--- src/sha1_pkg.sv ---
package sha1_pkg;

  // Initial chaining values.
  localparam logic [31:0] H_INIT [5] = '{
    32'h67452301, 32'hEFCDAB89, 32'h98BADCFE, 32'h10325476, 32'hC3D2E1F0
  };

  // Round constants, one for each group of twenty rounds.
  localparam logic [31:0] K_0 = 32'h5A827999;
  localparam logic [31:0] K_1 = 32'h6ED9EBA1;
  localparam logic [31:0] K_2 = 32'h8F1BBCDC;
  localparam logic [31:0] K_3 = 32'hCA62C1D6;

  localparam logic [7:0] PAD_MARK = 8'h80;

  localparam logic [6:0] ROUND_LAST  = 7'd79;
  localparam logic [6:0] ROUND_GRP_1 = 7'd20;
  localparam logic [6:0] ROUND_GRP_2 = 7'd40;
  localparam logic [6:0] ROUND_GRP_3 = 7'd60;
  localparam logic [5:0] FILL_LAST   = 6'd63;
  localparam logic [5:0] FILL_LEN    = 6'd56;
  localparam logic [2:0] WORD_LAST   = 3'd4;

  typedef enum logic [2:0] {
    ST_IDLE,
    ST_PAD_ONE,
    ST_PAD_ZERO,
    ST_PAD_LEN,
    ST_ROUND,
    ST_UPDATE,
    ST_OUTPUT
  } state_t;

  typedef enum logic [1:0] {
    SEL_MSG,
    SEL_MARK,
    SEL_ZERO,
    SEL_LEN
  } byte_sel_t;

  // Commands from the controller to the datapath.
  typedef struct packed {
    logic      shift;
    byte_sel_t byte_sel;
    logic      count_len;
    logic      round;
    logic      update;
    logic      out_step;
    logic      clear;
  } cmd_t;

  // Status from the datapath to the controller.
  typedef struct packed {
    logic fill_full;
    logic fill_at_len;
    logic round_done;
    logic word_last;
  } status_t;

  function automatic logic [31:0] rotl(input logic [31:0] v, input logic [4:0] s);
    logic [63:0] dbl;
    dbl = {v, v} << s;
    return dbl[63:32];
  endfunction

endpackage

--- src/sha1_hash_top.sv ---
// SHA-1 engine taking one message byte per item. An item is accepted when
// start is high and busy is low; an item with has_byte low carries no byte,
// and end_of_message closes the message. Every 64th byte starts a
// compression (80 rounds on one shared round unit, then the chaining update)
// during which busy is high. Closing a message pads the block byte by byte,
// runs one or two compressions and then shows the five digest words on
// consecutive cycles, each marked by done for exactly one cycle; the receiver
// cannot stall them. After the last word the engine is ready for a new message.
module sha1_hash_top
  import sha1_pkg::*;
(
  input  logic        clk,
  input  logic        rst,
  input  logic        start,
  output logic        busy,
  input  logic [7:0]  msg_byte,
  input  logic        has_byte,
  input  logic        end_of_message,
  output logic        done,
  output logic [31:0] digest_word,
  output logic [2:0]  word_number,
  output logic        last_word
);

  cmd_t    cmd;
  status_t status;

  sha1_ctrl u_ctrl (
    .clk            (clk),
    .rst            (rst),
    .start          (start),
    .has_byte       (has_byte),
    .end_of_message (end_of_message),
    .status         (status),
    .cmd            (cmd),
    .busy           (busy),
    .done           (done)
  );

  sha1_dpath u_dpath (
    .clk         (clk),
    .rst         (rst),
    .cmd         (cmd),
    .msg_byte    (msg_byte),
    .status      (status),
    .digest_word (digest_word),
    .word_number (word_number),
    .last_word   (last_word)
  );

endmodule

--- src/sha1_ctrl.sv ---
module sha1_ctrl
  import sha1_pkg::*;
(
  input  logic    clk,
  input  logic    rst,
  input  logic    start,
  input  logic    has_byte,
  input  logic    end_of_message,
  input  status_t status,
  output cmd_t    cmd,
  output logic    busy,
  output logic    done
);

  state_t state, state_next;
  state_t resume, resume_next;

  // State and resume registers.
  always_ff @(posedge clk) begin
    if (rst) begin
      state  <= ST_IDLE;
      resume <= ST_IDLE;
    end else begin
      state  <= state_next;
      resume <= resume_next;
    end
  end

  // Next state and datapath commands.
  always_comb begin
    state_next  = state;
    resume_next = resume;
    cmd         = '0;
    cmd.byte_sel = SEL_MSG;
    busy        = 1'b1;
    done        = 1'b0;
    case (state)
      ST_IDLE: begin
        busy = 1'b0;
        if (start) begin
          if (has_byte) begin
            cmd.shift     = 1'b1;
            cmd.count_len = 1'b1;
            if (status.fill_full) begin
              state_next  = ST_ROUND;
              resume_next = end_of_message ? ST_PAD_ONE : ST_IDLE;
            end else if (end_of_message) begin
              state_next = ST_PAD_ONE;
            end
          end else if (end_of_message) begin
            state_next = ST_PAD_ONE;
          end
        end
      end
      ST_PAD_ONE: begin
        cmd.shift    = 1'b1;
        cmd.byte_sel = SEL_MARK;
        if (status.fill_full) begin
          state_next  = ST_ROUND;
          resume_next = ST_PAD_ZERO;
        end else begin
          state_next = ST_PAD_ZERO;
        end
      end
      ST_PAD_ZERO: begin
        if (status.fill_at_len) begin
          state_next = ST_PAD_LEN;
        end else begin
          cmd.shift    = 1'b1;
          cmd.byte_sel = SEL_ZERO;
          if (status.fill_full) begin
            state_next  = ST_ROUND;
            resume_next = ST_PAD_ZERO;
          end
        end
      end
      ST_PAD_LEN: begin
        cmd.shift    = 1'b1;
        cmd.byte_sel = SEL_LEN;
        if (status.fill_full) begin
          state_next  = ST_ROUND;
          resume_next = ST_OUTPUT;
        end
      end
      ST_ROUND: begin
        cmd.round = 1'b1;
        if (status.round_done) begin
          state_next = ST_UPDATE;
        end
      end
      ST_UPDATE: begin
        cmd.update = 1'b1;
        state_next = resume;
      end
      ST_OUTPUT: begin
        done = 1'b1;
        if (status.word_last) begin
          cmd.clear   = 1'b1;
          state_next  = ST_IDLE;
          resume_next = ST_IDLE;
        end else begin
          cmd.out_step = 1'b1;
        end
      end
      default: begin
        state_next  = ST_IDLE;
        resume_next = ST_IDLE;
      end
    endcase
  end

endmodule

--- src/sha1_dpath.sv ---
module sha1_dpath
  import sha1_pkg::*;
(
  input  logic        clk,
  input  logic        rst,
  input  cmd_t        cmd,
  input  logic [7:0]  msg_byte,
  output status_t     status,
  output logic [31:0] digest_word,
  output logic [2:0]  word_number,
  output logic        last_word
);

  logic [31:0] h [5];
  logic [31:0] a, b, c, d, e;
  logic [31:0] w [16];
  logic [5:0]  fill;
  logic [63:0] len;
  logic [6:0]  round_cnt;
  logic [2:0]  word_cnt;

  logic [7:0]  byte_in;
  logic [31:0] f_val, k_val, a_next, w_new;

  // Byte that enters the block.
  always_comb begin
    case (cmd.byte_sel)
      SEL_MSG:  byte_in = msg_byte;
      SEL_MARK: byte_in = PAD_MARK;
      SEL_ZERO: byte_in = 8'h00;
      SEL_LEN:  byte_in = len[63:56];
      default:  byte_in = 8'h00;
    endcase
  end

  // Round function and constant for the current round.
  always_comb begin
    if (round_cnt < ROUND_GRP_1) begin
      f_val = (b & c) | (~b & d);
      k_val = K_0;
    end else if (round_cnt < ROUND_GRP_2) begin
      f_val = b ^ c ^ d;
      k_val = K_1;
    end else if (round_cnt < ROUND_GRP_3) begin
      f_val = (b & c) | (b & d) | (c & d);
      k_val = K_2;
    end else begin
      f_val = b ^ c ^ d;
      k_val = K_3;
    end
    a_next = rotl(a, 5'd5) + f_val + e + k_val + w[0];
    w_new  = rotl(w[13] ^ w[8] ^ w[2] ^ w[0], 5'd1);
  end

  // Message window: bytes shift in during loading, words shift out during rounds.
  always_ff @(posedge clk) begin
    if (cmd.shift) begin
      for (int i = 0; i < 15; i++) begin
        w[i] <= {w[i][23:0], w[i+1][31:24]};
      end
      w[15] <= {w[15][23:0], byte_in};
    end else if (cmd.round) begin
      for (int i = 0; i < 15; i++) begin
        w[i] <= w[i+1];
      end
      w[15] <= w_new;
    end
  end

  // Working variables; loaded from the chaining words when the last byte of the block shifts in.
  always_ff @(posedge clk) begin
    if (cmd.shift && fill == FILL_LAST) begin
      a <= h[0];
      b <= h[1];
      c <= h[2];
      d <= h[3];
      e <= h[4];
    end else if (cmd.round) begin
      a <= a_next;
      b <= a;
      c <= rotl(b, 5'd30);
      d <= c;
      e <= d;
    end
  end

  // Control-side counters and chaining words.
  always_ff @(posedge clk) begin
    if (rst || cmd.clear) begin
      h        <= H_INIT;
      fill     <= '0;
      len      <= '0;
      round_cnt <= '0;
      word_cnt <= '0;
    end else begin
      if (cmd.shift) begin
        fill <= fill + 6'd1;
        if (fill == FILL_LAST) begin
          round_cnt <= '0;
        end
      end
      if (cmd.count_len) begin
        len <= len + 64'd8;
      end else if (cmd.shift && cmd.byte_sel == SEL_LEN) begin
        len <= {len[55:0], len[63:56]};
      end
      if (cmd.round) begin
        round_cnt <= round_cnt + 7'd1;
      end
      if (cmd.update) begin
        h[0] <= h[0] + a;
        h[1] <= h[1] + b;
        h[2] <= h[2] + c;
        h[3] <= h[3] + d;
        h[4] <= h[4] + e;
      end
      if (cmd.out_step) begin
        word_cnt <= word_cnt + 3'd1;
      end
    end
  end

  // Digest word selection.
  always_comb begin
    case (word_cnt)
      3'd0:    digest_word = h[0];
      3'd1:    digest_word = h[1];
      3'd2:    digest_word = h[2];
      3'd3:    digest_word = h[3];
      default: digest_word = h[4];
    endcase
  end

  assign word_number        = word_cnt;
  assign last_word          = (word_cnt == WORD_LAST);
  assign status.fill_full   = (fill == FILL_LAST);
  assign status.fill_at_len = (fill == FILL_LEN);
  assign status.round_done  = (round_cnt == ROUND_LAST);
  assign status.word_last   = (word_cnt == WORD_LAST);

endmodule

--- config.mk ---
export PLATFORM = sky130hd
export DESIGN_NAME = sha1_hash_top
export DESIGN_NICKNAME = d
export VERILOG_FILES = /design/src/sha1_pkg.sv /design/src/sha1_hash_top.sv /design/src/sha1_ctrl.sv /design/src/sha1_dpath.sv
export SDC_FILE = /design/constraint.sdc
export NUM_CORES = 2
export LEC_CHECK = 0
export BUFFER_PORTS_ARGS = -buffer_cell sky130_fd_sc_hd__buf_2
export CAP_MARGIN = 25
export CORE_MARGIN = 4
export CORE_UTILIZATION = 47
export DETAILED_ROUTE_END_ITERATION = 10
export GPL_TIMING_DRIVEN = 1
export RECOVER_POWER = 25
export SYNTH_ARGS = -nofsm -noshare
export SYNTH_HDL_FRONTEND = slang
export SYNTH_SLANG_ARGS = --single-unit
--- constraint.sdc ---
create_clock -name clk -period 18.4 [get_ports clk]
set_clock_uncertainty 0.1 [all_clocks]
set_input_delay 3.68 -clock clk [delete_from_list [all_inputs] [get_ports clk]]
set_output_delay 3.68 -clock clk [all_outputs]
set_load 0.005 [all_outputs]
* After elaboration in Yosys (flattened, before gate mapping)
Memories as Yosys holds them, arrays and structs flattened.
Cells that the tools add are included.
** Word-level totals
- Bits in registers :: 406
- Memory bits (writable) :: 512
- Output and inout bits :: 38
- Logic and storage cells :: 176
- Memories kept :: 1
** Memory list
- u_dpath.w :: depth 16, width 32, rd ports 16, clocked after memory_dff 0, wr ports 16, RTL line sha1_dpath.sv:16 : logic [31:0] w [16];
** Cells by class
- $add $sub $neg :: 13
- $lt $le $gt $ge :: 3
- Equality and inequality tests :: 23
- Multiplexer cells :: 75
- Bitwise operators :: 30
- Reduce and logical (&&, ||, !) cells :: 15
** Operator list (number)
- $mux W32 :: 31
- $add A32 B32 Y32 :: 9
- $xor A32 B32 Y32 :: 5
- $and A32 B32 Y32 :: 4
- $mux W64 :: 2
- $pmux W32 S4 :: 1
- $or A32 B32 Y32 :: 3
- $add A64 B4 Y64 const B :: 1
- $mux W3 :: 16
- $not A32 Y32 :: 1
- $pmux W8 S4 :: 1
- $mux W31 :: 1
- $mux W7 :: 3
- $pmux W3 S7 :: 1
- $pmux W3 S6 :: 1
- $or A1 B1 Y1 :: 16
- $mux W1 :: 15
- $lt A7 B6 Y1 const B :: 2
- $ne A2 B2 Y1 const B :: 7
- $eq A3 B2 Y1 const B :: 4
- $eq A3 B3 Y1 const B :: 4
- $eq A6 B6 Y1 const B :: 2
- $reduce_bool A2 Y1 :: 4
- $add A7 B1 Y7 const B :: 1
- 19 further kinds :: 24

* Logic depth before layout (Yosys ltp)
- Depth after elaboration :: 12
- Gate-level depth with buffers :: 25

* Cells and area by module
A second synthesis with hierarchy kept.
** Unflattened totals
- Cells, all modules :: 4987
- Area, all modules :: 53236.1 µm²
** Modules (own cells, without submodules)
- sha1_dpath :: times used 1, cells each 4916, area an instance 52745.6 µm², sequential area each 24984.0 µm²
- sha1_ctrl :: times used 1, cells each 71, area an instance 490.5 µm², sequential area each 120.1 µm²

* Worst setup path after synthesis
Ideal clock, no wire load.
- Kind :: input-to-reg
- Start point :: input port start
- End point :: memory u_dpath.w[0][0], enable pin
- Library setup time :: 3632 ps
- Data arrival time :: 12923 ps
- Data required time :: 14668 ps
- Setup slack :: 1745 ps
- Stages :: 6
- Buffers on the path :: 2
- Path through :: nand2_1 -> nor2_1 -> nor2_1 -> clkbuf_1 -> clkbuf_1 -> nand2_1
** RTL lines
- start: declaration :: RTL line sha1_hash_top.sv:14 : input logic start,
- end: declaration :: RTL line sha1_dpath.sv:16

==> key figures <==
Worst setup path
  – WS Path Type: primary input to flop
  – WP data arrival: 9.64 ns
  – Slowest stage cell on the critical path: nand2_1
  – CP endpoint kind: flop
  – Critical path cell sequence: clkbuf_1 -> nand2_1 -> nor2_2 -> clkbuf_1 -> nor2_1 -> nand2_1 -> buf_12 -> buf_4 -> buf_4
  – Critical-path maximum fanout: 199
  – Startpoint Class: primary input
  – WP data required: 18.61 ns
  – CP max stage delay: 1.70 ns

CTS
  – CTS sink count: 918
  – Max Buffers Root-to-Sink: 3
  – CTS resizes: 0
  – Total setup buffers inserted after CTS: 0
  – Cts bufs inserted: 102
  – H-tree lvl count: 3
  – TritonCTS clock tree: done
  – Clock slew at reported path FFs: 0.06 ns
  – Root Driver: clkbuf_16
  – Cts hold-fix bufs: 0
  – Clock Latency Late Sink: 0.69 ns

Synthesis
  – FF+latch count, synth: 918
  – Largest family of logic cells by synthesized area: simple AND/OR/NAND/NOR gates
  – Async set or reset register ratio after synthesis: 0%
  – EDFF count, synth: 672
  – Sequential share of the synthesized area: 47.6%
  – Mapped Cells: 5,899
  – Post-Synth XOR/XNOR Area: 4.17%
  – Leading area contributor after synthesis: edfxtp_1
  – Mean post-synth cell area: 8.94 um2
  – Post-Synth Adder-Cell Area: 10.1%
  – Library cells used by synthesis: 76
  – Most instantiated cells after synthesis: nand2_1 (2,156), edfxtp_1 (672), a21oi_1 (325), clkbuf_1 (250), dfxtp_1 (246)
  – Synth Area in Simple Gates: 21.7%
  – YS warnings: 0
  – Compound-cell area share of the yosys netlist: 12.3%
  – Synth top area share: 38.3%
  – Most numerous cell in the Yosys netlist: nand2_1
  – Ys flop type: edfxtp_1
  – Net count after synthesis: 6,265
  – Multiplexer share of the synthesized area: 0.406%
  – Ranking of synthesized cells by area: edfxtp_1 (38%), nand2_1 (15%), dfxtp_1 (9.3%)
  – Area of the mapped netlist: 52,800 um2

Placement
  – Dpl ws: 10.29 ns
  – Routability cong.: 0.920
  – IO buf count: 50
  – Hpwl dp: 95,900 um

Drt
  – Final WL: 140,000 um
  – Via Count: 40.8k
  – Drc violations: 0
  – Via density: 5.52
  – Post-route ant nets: 0
  – Initial drt markers: 3,773
  – Drt pass-1 iters: 5
  – WL per Instance: 19.0 um

Final layout
  – Synth-to-layout area growth: 9.05%
  – N_diodes: 0
  – FILL cells: 10.3k
  – Layout Nets: 6,188
  – Layout cells sized above 1: 4.43%
  – FF+latch area: 25,100 um2
  – Multi-input logic area: 25,800 um2

STA
  – Final Max Slew Viols: 556
  – Setup ws final: 8.97 ns
  – Fmax: 0.106 GHz
  – Unrepaired setup endpoints after global routing: false
  – Worst Max-Slew Pin Slew: 3.95 ns
  – Min Hold Slack: 0.376 ns
  – Worst slew margin: -164%
  – Setup TNS: 0 ns
  – Final period utilization: 51.3%
  – Final Hold Viols: 0
  – Setup violators final: 0
  – Tmin final: 9.43 ns

Floorplanning
  – Die Width: 343 um
  – Die height: 343 um
  – Core area: 111,000 um2
  – # rows: 122
  – Starting density of the core: 47.5%
  – # IOs: 51
  – Die Area: 118,000 um2

Hold path
  – Worst min path class: flop to flop

GRT
  – Largest net degree at the start of global routing: 216
  – First-pass GRT wire length: 220,000 um
  – Vias in the first global route: 38.7k
  – Initial antenna violation count: 0
  – Grt ovf: 0
  – Gr usage total: 23.5%

Power
  – Power share of the sequential group: 50.3%
  – Internal cell power: 3.94 mW
  – Switching power: 1.42 mW
  – Comb power frac: 11.9%
  – Switch share: 26.5%
  – Clock power frac: 37.8%
  – VDD IR max: 71.5 uV
  – Static Leakage: 23.8 nW
  – Power density cells: 93.3 nW/um2

Outcome
  – Failing checks: capacitance limit, slew limit
  – Status: finished with violations

Run
  – Max-cap check violation count: 8
==> per-layer routing <==
metal / global-route usage (%) / wire, um
met1: 34.6 / 65400
met2: 36.8 / 63000
met3: 2.36 / 7630
met4: 7.41 / 4280
met5: 0 / 0
==> critical path, delay by kind of cell <==
kind | cells | cell delay [ns]
and+or+nand+nor | 4 | 2.20
buffers and inverters | 5 | 3.48
==> cells by family after synthesis <==
family                     after synthesis
buffers and inverters                  503
AOI/OAI and AO/OA                     1038
and+or+nand+nor                       2815
xor gates and xnor gates               251
muxes                                   21
DFF                                    918
adders and majority gates              353
==> power by group through the flow <==
stage / Sequential (mW) / Clock, mW / Combinational [mW]
global placement: 2.74 / 0 / 0.638
floorplan: 2.79 / 0 / 0.492
detailed placement: 2.74 / 0 / 0.649
global route: 2.73 / 2.16 / 0.733
finish: 2.70 / 2.03 / 0.636
CTS: 2.70 / 2.08 / 0.652
==> area by class of cell <==
type / instances / area share (%)
clock inverters: 52 / 0.805
flip-flops and latches: 918 / 43.6
repair buffers: 94 / 1.10
well taps: 1488 / 3.24
multi-input cells: 4478 / 44.8
clock buffers: 139 / 4.89
inverters: 228 / 1.49
==> metrics by stage <==
step           cell area (um2)  util, %  std cells  total power, mW
2_1_floorplan            52800        -       5899             3.28
3_3_place_gp             54300     48.9       7204             3.38
3_5_place_dp             54300     48.9       7205             3.39
4_1_cts                  57600     51.9       7396             5.43
5_1_grt                  57500     51.8       7397             5.62
6_report                 57500     51.8       7397             5.37
==> registers in the layout, summed over array words and instances (netlist names), 7 cells and up <==
register	flops
u_dpath.w	512
u_dpath.b	32
u_dpath.a	32
u_dpath.h	160
u_dpath.d	32
u_dpath.e	32
u_dpath.len	64
u_dpath.round_cnt	7
u_dpath.c	32
==> path summary, 6_finish.rpt <==
kind	startpoint	to	slack, ns	cells after the start
worst min register to register	u_dpath.len[0]	u_dpath.len[0]	0.38	2
worst max register to register	u_ctrl.state[2]	u_dpath.w[0][20]	10.73	5
worst min-delay path	u_dpath.len[0]	u_dpath.len[0]	0.38	2
worst max-delay path	start	u_dpath.w[0][42]	8.97	9
==> layout by cell type, fill, tap and decap left out, types with 22 or more instances in the layout <==
cell	instances
nand2_1	2153
edfxtp_1	672
a21oi_1	323
dfxtp_1	246
nor2_1	242
ha_1	229
o21ai_0	228
inv_1	226
xnor2_1	183
fa_1	124
nand3_1	121
clkbuf_16	104
a21o_1	79
o211ai_1	72
xor2_1	68
a22oi_1	67
nor2b_1	57
o21a_1	55
nor3_1	53
buf_2	48
a211oi_1	40
clkbuf_1	37
a31oi_1	33
or3_1	30
nand2b_1	30
buf_4	30
nand4_1	27
and3_1	26
o21bai_1	26
clkinv_2	22
(Power assumes the default switching activity.)
